$ cat config.mk
export PLATFORM = sky130hd
export DESIGN_NAME = servo_keyframe_sequencer
export DESIGN_NICKNAME = d
export VERILOG_FILES = /design/src/hw/rtl/skseq_pkg.sv /design/src/hw/rtl/skseq_seq.sv /design/src/hw/rtl/skseq_pwm.sv /design/src/hw/rtl/servo_keyframe_sequencer.sv
export SDC_FILE = /design/constraint.sdc
export NUM_CORES = 1
export LEC_CHECK = 0
export ABC_AREA = 1
export BUFFER_PORTS_ARGS = -buffer_cell sky130_fd_sc_hd__buf_2
export CORE_MARGIN = 2
export CORE_UTILIZATION = 35
export CTS_BUF_LIST = sky130_fd_sc_hd__clkbuf_8
export DETAILED_ROUTE_END_ITERATION = 12
export GPL_TIMING_DRIVEN = 0
export HOLD_SLACK_MARGIN = 0.03
export SYNTH_ARGS = -nofsm -noshare
export SYNTH_HDL_FRONTEND = slang
export SYNTH_SLANG_ARGS = --single-unit
$ cat constraint.sdc
create_clock -name clk_i -period 10.6 [get_ports clk_i]
set_input_delay 1.59 -clock clk_i [delete_from_list [all_inputs] [get_ports clk_i]]
set_output_delay 1.59 -clock clk_i [all_outputs]
set_load 0.005 [all_outputs]
$ cat src/hw/rtl/skseq_pkg.sv
// Types, constants and gait ROM contents for the servo keyframe sequencer
`timescale 1ns / 1ps

package skseq_pkg;

  localparam int unsigned NumGaits  = 7;
  localparam int unsigned MaxFrames = 4;
  localparam int unsigned CfgIdxW   = 1;

  localparam logic [15:0] PwmPeriodRst    = 16'd627;
  localparam logic [15:0] TicksPerUnitRst = 16'd312;

  // Configuration register indexes
  typedef enum logic [CfgIdxW-1:0] {
    CfgPwmPeriod    = 1'b0,
    CfgTicksPerUnit = 1'b1
  } cfg_idx_e;

  // Gait codes
  typedef enum logic [2:0] {
    GaitStop     = 3'd0,
    GaitFwd      = 3'd1,
    GaitFwdLeft  = 3'd2,
    GaitFwdRight = 3'd3,
    GaitBack     = 3'd4,
    GaitLeft     = 3'd5,
    GaitRight    = 3'd6
  } gait_e;

  // Command byte codes
  localparam logic [7:0] CmdStop     = 8'h73; // 's'
  localparam logic [7:0] CmdFwd      = 8'h66; // 'f'
  localparam logic [7:0] CmdFwdLeft  = 8'h31; // '1'
  localparam logic [7:0] CmdFwdRight = 8'h32; // '2'
  localparam logic [7:0] CmdBack     = 8'h62; // 'b'
  localparam logic [7:0] CmdLeft     = 8'h6c; // 'l'
  localparam logic [7:0] CmdRight    = 8'h72; // 'r'

  typedef struct packed {
    logic       command;
    logic [7:0] rx_byte;
  } in_item_t;

  typedef struct packed {
    logic       pin_center;
    logic       pin_right;
    logic       pin_left;
    logic       outputs_active;
    logic       echo_valid;
    logic [7:0] echo_byte;
    logic [2:0] gait_index;
    logic [1:0] frame_number;
  } out_item_t;

  // One keyframe: width[0] center, width[1] right, width[2] left
  typedef struct packed {
    logic [2:0][7:0] width;
    logic [7:0]      delay;
  } frame_t;

  // Item travelling from the sequencer stage to the pulse stage
  typedef struct packed {
    logic       cmd;
    logic [7:0] rx_byte;
    logic       bnd;
    logic [2:0] gait;
    logic [1:0] pos;
  } stage_t;

  typedef struct packed {
    logic       hit;
    logic [2:0] gait;
  } decode_t;

  function automatic decode_t decode_cmd(input logic [7:0] b);
    decode_t d;
    d.hit  = 1'b1;
    d.gait = GaitStop;
    unique case (b)
      CmdStop:     d.gait = GaitStop;
      CmdFwd:      d.gait = GaitFwd;
      CmdFwdLeft:  d.gait = GaitFwdLeft;
      CmdFwdRight: d.gait = GaitFwdRight;
      CmdBack:     d.gait = GaitBack;
      CmdLeft:     d.gait = GaitLeft;
      CmdRight:    d.gait = GaitRight;
      default:     d.hit  = 1'b0;
    endcase
    if ({29'd0, d.gait} >= NumGaits) d.hit = 1'b0;
    return d;
  endfunction

  // Frames per gait
  function automatic logic [2:0] gait_len(input logic [2:0] g);
    logic [2:0] len;
    unique case (g)
      GaitStop: len = 3'd1;
      default:  len = 3'd4;
    endcase
    return len;
  endfunction

  function automatic frame_t fr(input logic [7:0] c, input logic [7:0] r,
                                input logic [7:0] l, input logic [7:0] d);
    frame_t f;
    f.width[0] = c;
    f.width[1] = r;
    f.width[2] = l;
    f.delay    = d;
    return f;
  endfunction

  // Gait ROM contents
  function automatic frame_t gait_frame(input logic [2:0] g, input logic [1:0] p);
    frame_t f;
    f = fr(8'd38, 8'd40, 8'd42, 8'd20);
    unique case (g)
      GaitFwd, GaitFwdLeft, GaitFwdRight: begin
        unique case (p)
          2'd0: f = fr(8'd33, 8'd50, 8'd51, 8'd5);
          2'd1: f = fr(8'd33, 8'd30, 8'd33, 8'd10);
          2'd2: f = fr(8'd43, 8'd30, 8'd33, 8'd5);
          2'd3: f = fr(8'd43, 8'd50, 8'd51, 8'd10);
        endcase
      end
      GaitBack: begin
        unique case (p)
          2'd0: f = fr(8'd33, 8'd30, 8'd33, 8'd5);
          2'd1: f = fr(8'd33, 8'd50, 8'd51, 8'd10);
          2'd2: f = fr(8'd43, 8'd50, 8'd51, 8'd5);
          2'd3: f = fr(8'd43, 8'd30, 8'd33, 8'd10);
        endcase
      end
      GaitLeft: begin
        unique case (p)
          2'd0: f = fr(8'd35, 8'd30, 8'd42, 8'd10);
          2'd1: f = fr(8'd35, 8'd20, 8'd52, 8'd15);
          2'd2: f = fr(8'd45, 8'd20, 8'd52, 8'd10);
          2'd3: f = fr(8'd45, 8'd30, 8'd42, 8'd15);
        endcase
      end
      GaitRight: begin
        unique case (p)
          2'd0: f = fr(8'd35, 8'd20, 8'd52, 8'd10);
          2'd1: f = fr(8'd35, 8'd30, 8'd42, 8'd15);
          2'd2: f = fr(8'd45, 8'd30, 8'd42, 8'd10);
          2'd3: f = fr(8'd45, 8'd20, 8'd52, 8'd15);
        endcase
      end
      default: f = fr(8'd38, 8'd40, 8'd42, 8'd20);
    endcase
    return f;
  endfunction

endpackage

$ cat src/hw/rtl/skseq_seq.sv
// Keyframe sequencer stage: timing, pending command, gait ROM read
`timescale 1ns / 1ps

module skseq_seq (
  input  logic                clk_i,
  input  logic                rst_ni,
  input  logic [15:0]         tpdu_i,
  input  logic                acc_i,
  input  skseq_pkg::in_item_t item_i,
  input  logic                b_move_i,
  output logic                b_valid_o,
  output skseq_pkg::stage_t   stage_o,
  output skseq_pkg::frame_t   frame_o
);

  logic               load_q;
  logic [2:0]         gait_q;
  logic [1:0]         pos_q;
  logic [15:0]        ut_q;
  logic [7:0]         units_q;
  logic               ul_rom_q;
  logic               pend_vld_q;
  logic [7:0]         pend_byte_q;
  skseq_pkg::frame_t  rom_q;
  logic               b_valid_q;
  skseq_pkg::stage_t  b_q;

  logic [7:0]         ul_eff;
  logic [7:0]         ul_dec;
  logic [15:0]        ut_inc;
  logic               unit_done;
  logic               bnd;
  logic [2:0]         nxt;
  logic [1:0]         pos_a;
  logic [2:0]         gait_n;
  logic [1:0]         pos_n;
  skseq_pkg::decode_t dec;

  // Delay count right after a load comes straight from the ROM read data
  assign ul_eff    = ul_rom_q ? rom_q.delay : units_q;
  assign ul_dec    = (ul_eff != 8'd0) ? ul_eff - 8'd1 : 8'd0;
  assign ut_inc    = ut_q + 16'd1;
  assign unit_done = (ut_inc >= tpdu_i);
  assign bnd       = load_q || (unit_done && (ul_dec == 8'd0));

  // Next gait and frame at a keyframe boundary
  always_comb begin
    nxt   = {1'b0, pos_q} + 3'd1;
    pos_a = pos_q;
    if (!load_q) begin
      pos_a = (nxt >= skseq_pkg::gait_len(gait_q)) ? 2'd0 : nxt[1:0];
    end
    dec    = skseq_pkg::decode_cmd(pend_byte_q);
    gait_n = gait_q;
    pos_n  = pos_a;
    if (pend_vld_q && dec.hit) begin
      gait_n = dec.gait;
      pos_n  = 2'd0;
    end
    if (({1'b0, pos_n} >= skseq_pkg::gait_len(gait_n)) ||
        ({30'd0, pos_n} >= skseq_pkg::MaxFrames)) begin
      pos_n = 2'd0;
    end
  end

  // Sequencer state
  always_ff @(posedge clk_i or negedge rst_ni) begin
    if (!rst_ni) begin
      load_q      <= 1'b1;
      gait_q      <= skseq_pkg::GaitStop;
      pos_q       <= 2'd0;
      ut_q        <= 16'd0;
      units_q     <= 8'd0;
      ul_rom_q    <= 1'b0;
      pend_vld_q  <= 1'b0;
      pend_byte_q <= 8'd0;
    end else if (acc_i) begin
      if (item_i.command) begin
        pend_vld_q  <= 1'b1;
        pend_byte_q <= item_i.rx_byte;
      end else if (bnd) begin
        load_q     <= 1'b0;
        gait_q     <= gait_n;
        pos_q      <= pos_n;
        ut_q       <= 16'd0;
        ul_rom_q   <= 1'b1;
        pend_vld_q <= 1'b0;
      end else begin
        ut_q     <= unit_done ? 16'd0 : ut_inc;
        units_q  <= unit_done ? ul_dec : ul_eff;
        ul_rom_q <= 1'b0;
      end
    end
  end

  // Gait ROM, read once per boundary; holds the frame in effect
  always_ff @(posedge clk_i) begin
    if (acc_i && !item_i.command && bnd) begin
      rom_q <= skseq_pkg::gait_frame(gait_n, pos_n);
    end
  end

  // Stage register toward the pulse stage
  always_ff @(posedge clk_i or negedge rst_ni) begin
    if (!rst_ni) begin
      b_valid_q <= 1'b0;
    end else if (acc_i) begin
      b_valid_q <= 1'b1;
    end else if (b_move_i) begin
      b_valid_q <= 1'b0;
    end
  end

  always_ff @(posedge clk_i) begin
    if (acc_i) begin
      b_q.cmd     <= item_i.command;
      b_q.rx_byte <= item_i.rx_byte;
      b_q.bnd     <= !item_i.command && bnd;
      b_q.gait    <= (!item_i.command && bnd) ? gait_n : gait_q;
      b_q.pos     <= (!item_i.command && bnd) ? pos_n : pos_q;
    end
  end

  assign b_valid_o = b_valid_q;
  assign stage_o   = b_q;
  assign frame_o   = rom_q;

endmodule

$ cat src/hw/rtl/skseq_pwm.sv
// Pulse stage: activity check, PWM counter, pin levels and output register
`timescale 1ns / 1ps

module skseq_pwm (
  input  logic                 clk_i,
  input  logic                 rst_ni,
  input  logic [15:0]          period_i,
  input  logic                 b_valid_i,
  input  skseq_pkg::stage_t    stage_i,
  input  skseq_pkg::frame_t    frame_i,
  input  logic                 out_stall_i,
  output logic                 b_move_o,
  output logic                 out_valid_o,
  output skseq_pkg::out_item_t out_data_o
);

  logic                 act_q;
  logic [2:0]           pin_q;
  logic [15:0]          cnt_q;
  logic [2:0][7:0]      cw_q;
  logic                 out_valid_q;
  skseq_pkg::out_item_t out_q;

  logic                 act_n;
  logic [2:0]           pin_n;
  logic [15:0]          cnt_n;
  logic [2:0][7:0]      cw_n;
  logic [15:0]          c;
  skseq_pkg::out_item_t res;

  assign b_move_o = b_valid_i && (!out_valid_q || !out_stall_i);

  // Pulse update for a tick beat
  always_comb begin
    act_n = act_q;
    pin_n = pin_q;
    cnt_n = cnt_q;
    cw_n  = cw_q;
    c     = cnt_q;
    if (!stage_i.cmd) begin
      if (stage_i.bnd) begin
        act_n = (frame_i.width != cw_q);
        cw_n  = frame_i.width;
      end
      if (!act_n) begin
        pin_n = 3'b000;
      end else begin
        if (c >= period_i) begin
          c     = 16'd0;
          pin_n = 3'b111;
        end
        for (int k = 0; k < 3; k++) begin
          if (c >= {8'd0, cw_n[k]}) pin_n[k] = 1'b0;
        end
        cnt_n = c + 16'd1;
      end
    end
  end

  always_comb begin
    res.pin_center     = pin_n[0];
    res.pin_right      = pin_n[1];
    res.pin_left       = pin_n[2];
    res.outputs_active = act_n;
    res.echo_valid     = stage_i.cmd;
    res.echo_byte      = stage_i.cmd ? stage_i.rx_byte : 8'd0;
    res.gait_index     = stage_i.gait;
    res.frame_number   = stage_i.pos;
  end

  // Pulse state
  always_ff @(posedge clk_i or negedge rst_ni) begin
    if (!rst_ni) begin
      act_q <= 1'b0;
      pin_q <= 3'b000;
      cnt_q <= 16'd0;
      cw_q  <= '0;
    end else if (b_move_o) begin
      act_q <= act_n;
      pin_q <= pin_n;
      cnt_q <= cnt_n;
      cw_q  <= cw_n;
    end
  end

  // Output register
  always_ff @(posedge clk_i or negedge rst_ni) begin
    if (!rst_ni) begin
      out_valid_q <= 1'b0;
    end else if (b_move_o) begin
      out_valid_q <= 1'b1;
    end else if (!out_stall_i) begin
      out_valid_q <= 1'b0;
    end
  end

  always_ff @(posedge clk_i) begin
    if (b_move_o) out_q <= res;
  end

  assign out_valid_o = out_valid_q;
  assign out_data_o  = out_q;

endmodule

$ cat src/hw/rtl/servo_keyframe_sequencer.sv
// Top level of the servo keyframe sequencer
//
// Input channel (in_valid_i / in_stall_o / in_data_i): one beat per timer
// tick (command = 0) or per received byte (command = 1). Output channel
// (out_valid_o / out_stall_i / out_data_o): exactly one result beat per
// input beat, in order, carrying pin levels, activity, echo, gait, frame.
// Config channel (cfg_valid_i / cfg_ready_o): cfg_index_i 0 = pwm_period,
// 1 = ticks_per_delay_unit; always ready, write only while idle.
// Throughput: one beat per cycle unless the output stalls. The sequencer
// stage reads the gait ROM on a keyframe boundary; the pulse stage consumes
// that read data with the boundary beat, and the following beat takes its
// delay count from it by forwarding. Beats pass stage, then output register.
// Reset: pwm_period 627, ticks_per_delay_unit 312, stop gait, pins low,
// outputs inactive, first tick loads the current keyframe.
// Output stall: the output register holds its beat; the pulse stage and
// then the input channel stall behind it with no beat lost.
`timescale 1ns / 1ps

module servo_keyframe_sequencer (
  input  logic                              clk_i,
  input  logic                              rst_ni,
  input  logic                              in_valid_i,
  output logic                              in_stall_o,
  input  skseq_pkg::in_item_t               in_data_i,
  output logic                              out_valid_o,
  input  logic                              out_stall_i,
  output skseq_pkg::out_item_t              out_data_o,
  input  logic                              cfg_valid_i,
  output logic                              cfg_ready_o,
  input  logic [skseq_pkg::CfgIdxW-1:0]     cfg_index_i,
  input  logic [15:0]                       cfg_data_i
);

  logic [15:0]       period_q;
  logic [15:0]       tpdu_q;
  logic              acc;
  logic              b_valid;
  logic              b_move;
  skseq_pkg::stage_t stage;
  skseq_pkg::frame_t frame;

  assign cfg_ready_o = 1'b1;
  assign in_stall_o  = b_valid && !b_move;
  assign acc         = in_valid_i && !in_stall_o;

  // Configuration registers
  always_ff @(posedge clk_i or negedge rst_ni) begin
    if (!rst_ni) begin
      period_q <= skseq_pkg::PwmPeriodRst;
      tpdu_q   <= skseq_pkg::TicksPerUnitRst;
    end else if (cfg_valid_i) begin
      unique case (skseq_pkg::cfg_idx_e'(cfg_index_i))
        skseq_pkg::CfgPwmPeriod:    period_q <= cfg_data_i;
        skseq_pkg::CfgTicksPerUnit: tpdu_q   <= cfg_data_i;
      endcase
    end
  end

  skseq_seq u_seq (
    .clk_i     (clk_i),
    .rst_ni    (rst_ni),
    .tpdu_i    (tpdu_q),
    .acc_i     (acc),
    .item_i    (in_data_i),
    .b_move_i  (b_move),
    .b_valid_o (b_valid),
    .stage_o   (stage),
    .frame_o   (frame)
  );

  skseq_pwm u_pwm (
    .clk_i       (clk_i),
    .rst_ni      (rst_ni),
    .period_i    (period_q),
    .b_valid_i   (b_valid),
    .stage_i     (stage),
    .frame_i     (frame),
    .out_stall_i (out_stall_i),
    .b_move_o    (b_move),
    .out_valid_o (out_valid_o),
    .out_data_o  (out_data_o)
  );

endmodule

==> out/metrics.cfg, run 1 <==
[run_status]
outcome=finished, final reports clean

[clocking]
clock_latency_ps=470
htreeDepth=4
post_cts_resized=0
postCtsHoldBufs=0
cts_tree=built
cts.clk_slew.worst_paths_ps=130
post_cts_buffers=0
cts.sinks=168
cts-root-buf=clkbuf_8
cts_max_path_buffers=2
numCtsBuffers=17

[sta]
fin_setup_tns_ps=0
period_needed_ps=4560
slew_violations=0
maxSlewHeadroom_pct=53.3
rsz0062_at_grt=no
finalHoldViolations=0
finClkSkew_ps=33.0
fin_crit_sh_pct=43.0
finalSetupViolCount=0
fmax_mhz=219
worstMarginPinSlew_ps=700

[detailed_routing]
routedWlPerCell_um=13.2
viasPerCell=4.73
vias=7519
firstDrtPassIters=6
ant_nets=0
routed_wl_um=21000
drc=0
drt_iter0_drc=429

[logic_synthesis]
synthTopCellsByArea=dfrtp_1 (28%), edfxtp_1 (16%), nand2_1 (12%)
syn_area_per_cell_um2=8.23
synth_cell_types=48
yosys_warnings=0
syn-num-nets=1253
synthCells=1163
async_reset_ff_share_pct=70.2
seq_area_frac_synth_pct=46.7
synth_top_area_share_pct=28.0
synth_edf_count=50
ys_seq_elements=168
synthFlopType=dfrtp_1
syn_area_um2=9570
yosysTopAreaCell=dfrtp_1

[final_layout]
area_delta_synth_final_pct=12.1
diodes=0
drive_gt1_share_pct=14.1
n_fill_cell=2782
nNetsFinal=1324
postLayoutCoreUtil_pct=39.9

[floorplanning]
io_pins=52
start_util_pct=35.6
die_x_um=169
coreArea_um2=26900
fp.dieH_um=169
die-area_um2=28700
rows=60

[critical_path]
arrival_ps=4650
worst_setup_path_start_kind=flip-flop
worst_path_most_repeated_cell=nand3_1
cp.required_ps=10690
crit_type=flip-flop to flip-flop
crit_buf_inv=4
slowest_stage=inv_1
path_cells=ha_1, nand2_1, inv_1, nand2_1, nor2_1, nand3_1, nor3_2, nand3_1, nor3_1, xor2_1, inv_1, ha_1, nand2_1, inv_1, nand3_1, nor3_1, nand3_1, nand3_1, nand3_2, nand2_2, nand2_2, inv_1
path_max_fanout=18
end_kind=flip-flop
crit_family=simple AND/OR/NAND/NOR gates
max_stage_delay_ps=530

[pwr]
irDropWorstVdd_mv=0.0977
power_uw=2010
power_density_nw_per_um2=187
leakage_uw=0.00527

[placed_design]
port_buffers=50
routabilityCongestion=0.820
dp_hpwl_um=15800

[global_route]
antenna_found_initial=0
grt_pass1_wl_um=36000
grt_max_degree=94
grt-ovfl-total=0
grt_use_total_pct=15.4
grt_pass1_vias=7337

[run]
max-cap-violations=0

[hold_path]
hold_path_class=flip-flop to flip-flop

state kept, by name, summed over array words and instances (netlist names), 2 cells and up:
register,cells
u_pwm.cw_q,24
u_pwm.out_data_o,18
u_seq.frame_o,17
period_q,16
tpdu_q,16
u_pwm.cnt_q,16
u_seq.ut_q,16
u_seq.stage_o,15
u_seq.pend_byte_q,8
u_seq.units_q,8
u_pwm.pin_q,3
u_seq.gait_q,3
u_seq.pos_q,2
cell usage in the layout (no fill, tap or decap), drive strengths merged, types with 7 or more instances in the layout:
cell	n
ha	59
buf	64
xnor2	7
dfstp	11
a21oi	39
clkbuf	29
nand2	328
nand3	54
nand4	25
inv	179
dfrtp	107
o21ai	113
or2	12
nor2	102
clkinv	10
xor2	20
nor3	11
edfxtp	50
Yosys cell counts (3+ instances only):
| master | count |
|---|---|
| nor4_1 | 5 |
| clkbuf_1 | 12 |
| nor3_2 | 4 |
| nand3_2 | 6 |
| inv_1 | 163 |
| nor2_1 | 93 |
| a21oi_2 | 3 |
| or2_2 | 9 |
| a21oi_1 | 35 |
| dfstp_2 | 11 |
| nor2_2 | 7 |
| xor2_1 | 20 |
| o21ai_1 | 19 |
| edfxtp_1 | 50 |
| nand4_1 | 24 |
| buf_2 | 3 |
| nand2_2 | 12 |
| nand2_1 | 314 |
| o21ai_2 | 11 |
| mux2i_1 | 5 |
| inv_2 | 10 |
| o22ai_1 | 6 |
| nand3_1 | 48 |
| buf_6 | 4 |
| nor3_1 | 7 |
| buf_4 | 3 |
| o21ai_0 | 82 |
| ha_1 | 59 |
| xnor2_1 | 7 |
| dfrtp_1 | 107 |
routing by layer:
layer | GRT usage (%) | share of wire, % | up-vias
met5 | 0 | 0 | -
met4 | 3.98 | 1.4 | 0
met3 | 2.15 | 2.2 | 19
met2 | 26.7 | 49 | 82
met1 | 20.2 | 48 | 3524
li1 | - | - | 3894
path summary, 6_finish.rpt:
check | start | end | slack, ps | cells past startpoint
hold reg to reg | u_seq.stage_o[3] | u_pwm.out_data_o[3] | 420 | 0
min in group asynchronous | rst_ni | u_seq.b_valid_o | 980 | 1
max in group asynchronous | rst_ni | period_q[6] | 8830 | 2
setup reg to reg | u_seq.ut_q[0] | u_seq.frame_o[10] | 6040 | 22
setup / recovery | u_seq.ut_q[0] | u_seq.frame_o[10] | 6040 | 22
hold / removal | u_seq.stage_o[3] | u_pwm.out_data_o[3] | 420 | 0
power breakdown:
group / leakage [µW] / switching, µW / internal, µW
logic: 0.00312 / 421 / 253
clock network: 0.000208 / 300 / 184
registers: 0.00194 / 75.3 / 776
total: 0.00527 / 796 / 1210
metrics by stage:
| stage | instances | cell area [µm²] | hold WS [ps] | worst slack [ps] |
|---|---|---|---|---|
| final | 1588 | 10700 | 422 | 6040 |
| after global routing | 1588 | 10700 | 434 | 5480 |
| after CTS | 1588 | 10700 | 426 | 6030 |
| after detailed placement | 1556 | 10300 | 408 | 6070 |
| after global placement | 1554 | 10200 | 405 | 5770 |
| after floorplan | 1163 | 9570 | 400 | 6830 |
area by class of cell:
type                    instances  area (µm²)  share of cell area (%)
plain buffers                  24         135                    1.26
clock buffers                  17         234                    2.18
clock inverters                15         195                    1.82
inverters                     175         657                    6.12
multi-input cells             796        4310                    40.2
flip-flops and latches        168        4470                    41.7
well taps                     341         427                    3.98
repair buffers                 52         299                    2.79
logic make-up after synthesis:
| logic type | synth area share [%] |
|---|---|
| mux | 0.641 |
| buf+inv | 8.28 |
| compound gates | 9.59 |
| simple gates | 24.6 |
| other cells | 0.0392 |
| fa+ha+maj | 7.72 |
| flops | 46.7 |
| xor+xnor | 2.47 |
(Power assumes the default switching activity.)
==> run 2: changes to the inputs <==
Clock period 10.6 ns to 4.78 ns, I/O delays scaled along.
==> out/metrics.cfg, run 2 (synthesis results as in run 1) <==
[run_status]
outcome=finished, final reports clean

[sta]
worst_hold_slack_ps=103  ; -320 ps
finalHoldViolations=0  ; unchanged
fin_setup_tns_ps=0  ; unchanged
period_needed_ps=4220  ; -335 ps
fmax_mhz=237  ; +7.9%
worstMarginPinSlew_ps=612  ; -87.8 ps
slew_violations=0  ; unchanged
layout_setup_ws_ps=558  ; -5480 ps
finClkSkew_ps=34.4  ; +1.40 ps
rsz0062_at_grt=no
maxSlewHeadroom_pct=59.1  ; +5.9 points
fin_crit_sh_pct=88.3  ; +45 points
finalSetupViolCount=0  ; unchanged

[floorplanning]
io_pins=52  ; unchanged
rows=60  ; unchanged
die_x_um=169  ; unchanged
start_util_pct=35.6  ; unchanged
fp.dieH_um=169  ; unchanged
die-area_um2=28700  ; unchanged
coreArea_um2=26900  ; unchanged

[critical_path]
crit_type=flip-flop to flip-flop
path_max_fanout=18  ; unchanged
slowest_stage=dfrtp_1
cp.required_ps=4950  ; -5740 ps
worst_path_most_repeated_cell=nand3_1
worst_setup_path_start_kind=flip-flop
max_stage_delay_ps=450  ; -80 ps
path_cells=ha_1, nand2_1, inv_1, nand2_1, nor2_1, nand3_1, nor3_2, nand3_1, nor3_1, xor2_1, inv_1, ha_1, nand2_1, inv_1, nand3_1, nor3_1, nand3_1, nand3_1, nand3_2, nand2_2, nand2_2, clkinvlp_4, buf_12
arrival_ps=4390  ; -260 ps
end_kind=flip-flop

[global_route]
grt-ovfl-total=0  ; unchanged
grt_use_total_pct=15.4  ; unchanged
grt_pass1_wl_um=36000  ; unchanged
grt_max_degree=94  ; unchanged
antenna_found_initial=0  ; unchanged
grt_pass1_vias=7337  ; unchanged

[hold_path]
hold_path_class=input pin to async pin

[detailed_routing]
drc=0  ; unchanged
drt_iter0_drc=433  ; +0.93%
firstDrtPassIters=5  ; -1
vias=7552  ; +0.44%
routed_wl_um=21100  ; +0.22%
ant_nets=0  ; unchanged
viasPerCell=4.75  ; +0.38%
routedWlPerCell_um=13.3  ; +0.16%

[pwr]
irDropWorstVdd_mv=0.215  ; +120%
power_density_nw_per_um2=415  ; +120%
leakage_uw=0.00527  ; about the same

[placed_design]
dp_hpwl_um=15800  ; unchanged
dpl_worst_slack_ps=248  ; -5820 ps
port_buffers=50  ; unchanged
routabilityCongestion=0.820  ; unchanged

[final_layout]
multi_input_area_um2=4310  ; unchanged
drive_gt1_share_pct=14.3  ; +0.15 points
area_delta_synth_final_pct=12.3
n_fill_cell=2779  ; -0.11%
regMostFlops=u_pwm.cw_q
largest_reg_flops=24  ; unchanged
mostFrequentLayoutCell=nand2_1
regArea_um2=4470  ; unchanged
diodes=0  ; unchanged
mostFrequentLayoutCells=nand2_1 (314), inv_1 (162), dfrtp_1 (107)
postLayoutCoreUtil_pct=40.0  ; +0.088 points
nNetsFinal=1325  ; +0.076%

[clocking]
cts.sinks=168  ; unchanged
clock_latency_ps=470  ; about the same
cts.clk_slew.worst_paths_ps=130  ; about the same
postCtsHoldBufs=0  ; unchanged
numCtsBuffers=17  ; unchanged
cts-root-buf=clkbuf_8
htreeDepth=4  ; unchanged
cts_max_path_buffers=2  ; unchanged
cts_tree=built

[run]
max-cap-violations=0  ; unchanged

run 2: through the flow:
step	cells	instance area [µm²]	total power, µW
after floorplan	1163	9570	3020
after global placement	1554	10200	3370
after detailed placement	1556	10300	3420
after CTS	1588	10700	4510
after global routing	1589	10700	4830
final	1589	10700	4460
run 2: report_power, final:
| part | leakage (µW) | switching, µW | internal, µW | total, µW |
|---|---|---|---|---|
| Clock | 0.000208 | 665 | 409 | 1070 |
| Combinational | 0.00312 | 935 | 561 | 1500 |
| Sequential | 0.00194 | 167 | 1720 | 1890 |
run 2: final timing paths:
check,start,to,slack (ps),cells after the start
worst max-delay path,u_seq.ut_q[0],u_seq.frame_o[10],560,23
worst min-delay path,rst_ni,u_seq.b_valid_o,100,1
worst max register to register,u_seq.ut_q[0],u_seq.frame_o[10],560,23
worst min register to register,u_seq.stage_o[3],u_pwm.out_data_o[3],420,0
max in group asynchronous,rst_ni,period_q[6],3890,2
min in group clk_i,in_data_i[7],u_seq.stage_o[13],420,1
run 2: final cells by class:
class | instances | share of cell area [%]
Clock inverter | 15 | 1.82
Clock buffer | 17 | 2.18
Inverter | 175 | 6.15
Timing Repair Buffer | 53 | 2.97
Tap cell | 341 | 3.97
Sequential cell | 168 | 41.6
Buffer | 24 | 1.26
Multi-Input combinational cell | 796 | 40.1
run 2: timing repair:
action | in CTS | in global routing
setup buffers | 0 | 1
setup endpoints to repair | 0 | 18
resized for setup | 0 | 1
run 2: worst max-delay path: cells and delay by family (launching register included):
kind | cells | cell delay [ps]
flops | 1 | 450
xor+xnor | 1 | 220
simple gates | 15 | 2360
fa+ha+maj | 2 | 460
buf+inv | 5 | 430
run 2: metal layers:
metal  global-route usage, %  vias to the layer above  wire length (µm)
met1                    20.2                     3548             10000
met5                       0                        -                 0
met4                    3.98                        0               282
met3                    2.15                       18               498
met2                    26.7                       86             10300
li1                        -                     3900                 -
==> run 3: changes to the inputs <==
Settings changed: CORE_UTILIZATION 35 to 45.
==> out/metrics.cfg, run 3 (synthesis results as in run 1) <==
[pwr]
leakage_uw=0.00527  ; about the same
clock_power_share_pct=24.4  ; +0.3 points
swShare_pct=38.8  ; -0.81 points
p_seq_share_pct=42.1  ; -0.3 points
pwr-share-comb_pct=33.5  ; about the same
irDropWorstVdd_mv=0.210  ; -2.2%
power_density_nw_per_um2=419  ; +1.0%
p_int_uw=2740  ; +1.7%
p_sw_uw=1740  ; -1.7%

[sta]
rsz0062_at_grt=no
fin_setup_tns_ps=0  ; unchanged
period_needed_ps=4230  ; +9.80 ps
finalHoldViolations=0  ; unchanged
fmax_mhz=236  ; -0.23%
worstMarginPinSlew_ps=686  ; +74.2 ps
fin_crit_sh_pct=88.5  ; +0.20 points
maxSlewHeadroom_pct=54.2  ; -5.0 points
finClkSkew_ps=18.8  ; -15.6 ps
finalSetupViolCount=0  ; unchanged
slew_violations=0  ; unchanged

[critical_path]
worst_r2r_endpoint=u_seq.frame_o[9]
r2r_cells=23  ; unchanged
crit_type=flip-flop to flip-flop
timing.rr.start=u_seq.ut_q[0]
arrival_ps=4400  ; about the same
worst_setup_path_start_kind=flip-flop
end_kind=flip-flop
rrSetupSlack_ps=550  ; about the same
path_max_fanout=18  ; unchanged
crit_path_start=u_seq.ut_q[0]
cp.required_ps=4950  ; about the same
crit_path_end=u_seq.frame_o[9]

[clocking]
cts_max_path_buffers=2  ; unchanged
numCtsBuffers=17  ; unchanged
cts.clk_slew.worst_paths_ps=110  ; -20 ps
cts-root-buf=clkbuf_8
clock_latency_ps=460  ; about the same
cts_tree=built
htreeDepth=4  ; unchanged
cts.sinks=168  ; unchanged
postCtsHoldBufs=0  ; unchanged

[final_layout]
mostFrequentLayoutCells=nand2_1 (314), inv_1 (162), dfrtp_1 (107)
largest_reg_flops=24  ; unchanged
regMostFlops=u_pwm.cw_q
area_delta_synth_final_pct=11.6
diodes=0  ; unchanged
postLayoutCoreUtil_pct=51.0  ; +11 points
mostFrequentLayoutCell=nand2_1
fin_cells=1523  ; -4.2%
nNetsFinal=1325  ; unchanged
drive_gt1_share_pct=14.3  ; +0.080 points
fin_area_um2=10700  ; -0.65%

[floorplanning]
io_pins=52  ; unchanged
die_x_um=150  ; -12%
start_util_pct=45.7  ; +10 points
coreArea_um2=21000  ; -22%
fp.dieH_um=150  ; -12%
die-area_um2=22400  ; -22%
rows=53  ; -12%

[detailed_routing]
routed_wl_um=20700  ; -1.8%
drt_iter0_drc=362  ; -16%
viasPerCell=4.86  ; +2.2%
vias=7401  ; -2.0%
drc=0  ; unchanged
firstDrtPassIters=4  ; -1
ant_nets=0  ; unchanged
routedWlPerCell_um=13.6  ; +2.5%

[placed_design]
dp.cells=1490  ; -4.2%
routabilityCongestion=0.842  ; +2.6%
dp_hpwl_um=15500  ; -2.3%
placed_cell_area_um2=10200  ; -0.80%
port_buffers=50  ; unchanged

[global_route]
grt_use_total_pct=19.8  ; +4.4 points
antenna_found_initial=0  ; unchanged
grt_pass1_wl_um=35500  ; -1.4%
grt-ovfl-total=0  ; unchanged
grt_max_degree=73  ; -22%
grt_pass1_vias=7299  ; -0.52%

[hold_path]
hold_path_class=input pin to async pin

[run_status]
outcome=finished, final reports clean

[run]
max-cap-violations=0  ; unchanged

-- run 3: cell count changes in the layout (fill, tap and decap cells not counted) --
cell and change:
clkinv_8 -2, bufinv_16 +1, inv_6 -3, nand3_2 +1, inv_12 -1, nand3_1 -1
clkinvlp_4 +1, inv_8 +4
-- run 3: per-stage QoR --
stage / setup slack (ps) / hold WS [ps] / power, µW
after floorplan: 1010 / 400 / 3020
after global placement: 169 / 407 / 3380
after detailed placement: 124 / 407 / 3420
after CTS: 89.6 / 173 / 4520
after global routing: 49.9 / 181 / 4850
final: 548 / 179 / 4470
-- run 3: worst min-delay path by stage --
stage / cells past startpoint / from / to / slack, ps
floorplan: 0 / u_seq.stage_o[0] / u_pwm.out_data_o[0] / 400
global placement: 0 / u_seq.stage_o[1] / u_pwm.out_data_o[1] / 410
detailed placement: 0 / u_seq.stage_o[3] / u_pwm.out_data_o[3] / 410
CTS: 1 / rst_ni / period_q[10] / 170
global route: 1 / rst_ni / period_q[10] / 180
finish: 1 / rst_ni / period_q[10] / 180
-- run 3: timing repair --
item | in CTS | in global routing
gates resized for setup | 0 | 2
setup buffers | 0 | 1
setup endpoints to repair | 0 | 19
-- run 3: routing by layer --
layer	GRT usage (%)	up-vias	share of wire [%]	wire length (µm)
li1	-	3899	-	-
met1	27.1	3419	49	10200
met2	32.8	63	47	9830
met3	2.74	20	1.6	331
met4	5.75	0	1.7	345
met5	0	-	0	0
-- run 3: area by class of cell --
class                      instances  area [µm²]
timing repair buffer              53         319
clock inverter                    15         203
multi-input combinational        796        4320
buffer                            24         135
clock buffer                      17         234
inverter                         175         661
tap                              275         344
fill                            2088       10300
sequential                       168        4470
-- run 3: power groups by stage --
stage                     logic, µW  registers (µW)  clock network (µW)
after floorplan                1150            1870                   0
after global placement         1470            1910                   0
after detailed placement       1500            1910                   0
after CTS                      1510            1890                1120
after global routing           1750            1920                1180
final                          1500            1890                1090
-- run 3: worst max-delay path, stage by stage (launching register included) --
cell and delay, ps:
dfrtp_1 450, ha_1 200, nand2_1 50, inv_1 70
nand2_1 80, nor2_1 160, nand3_1 140, nor3_2 200
nand3_1 160, nor3_1 210, xor2_1 260, inv_1 70
ha_1 270, nand2_1 60, inv_1 50, nand3_1 80
nor3_1 270, nand2_1 280, nand3_1 280, nand3_2 160
nand2_2 100, nand2_2 80, clkinvlp_4 100, buf_12 150
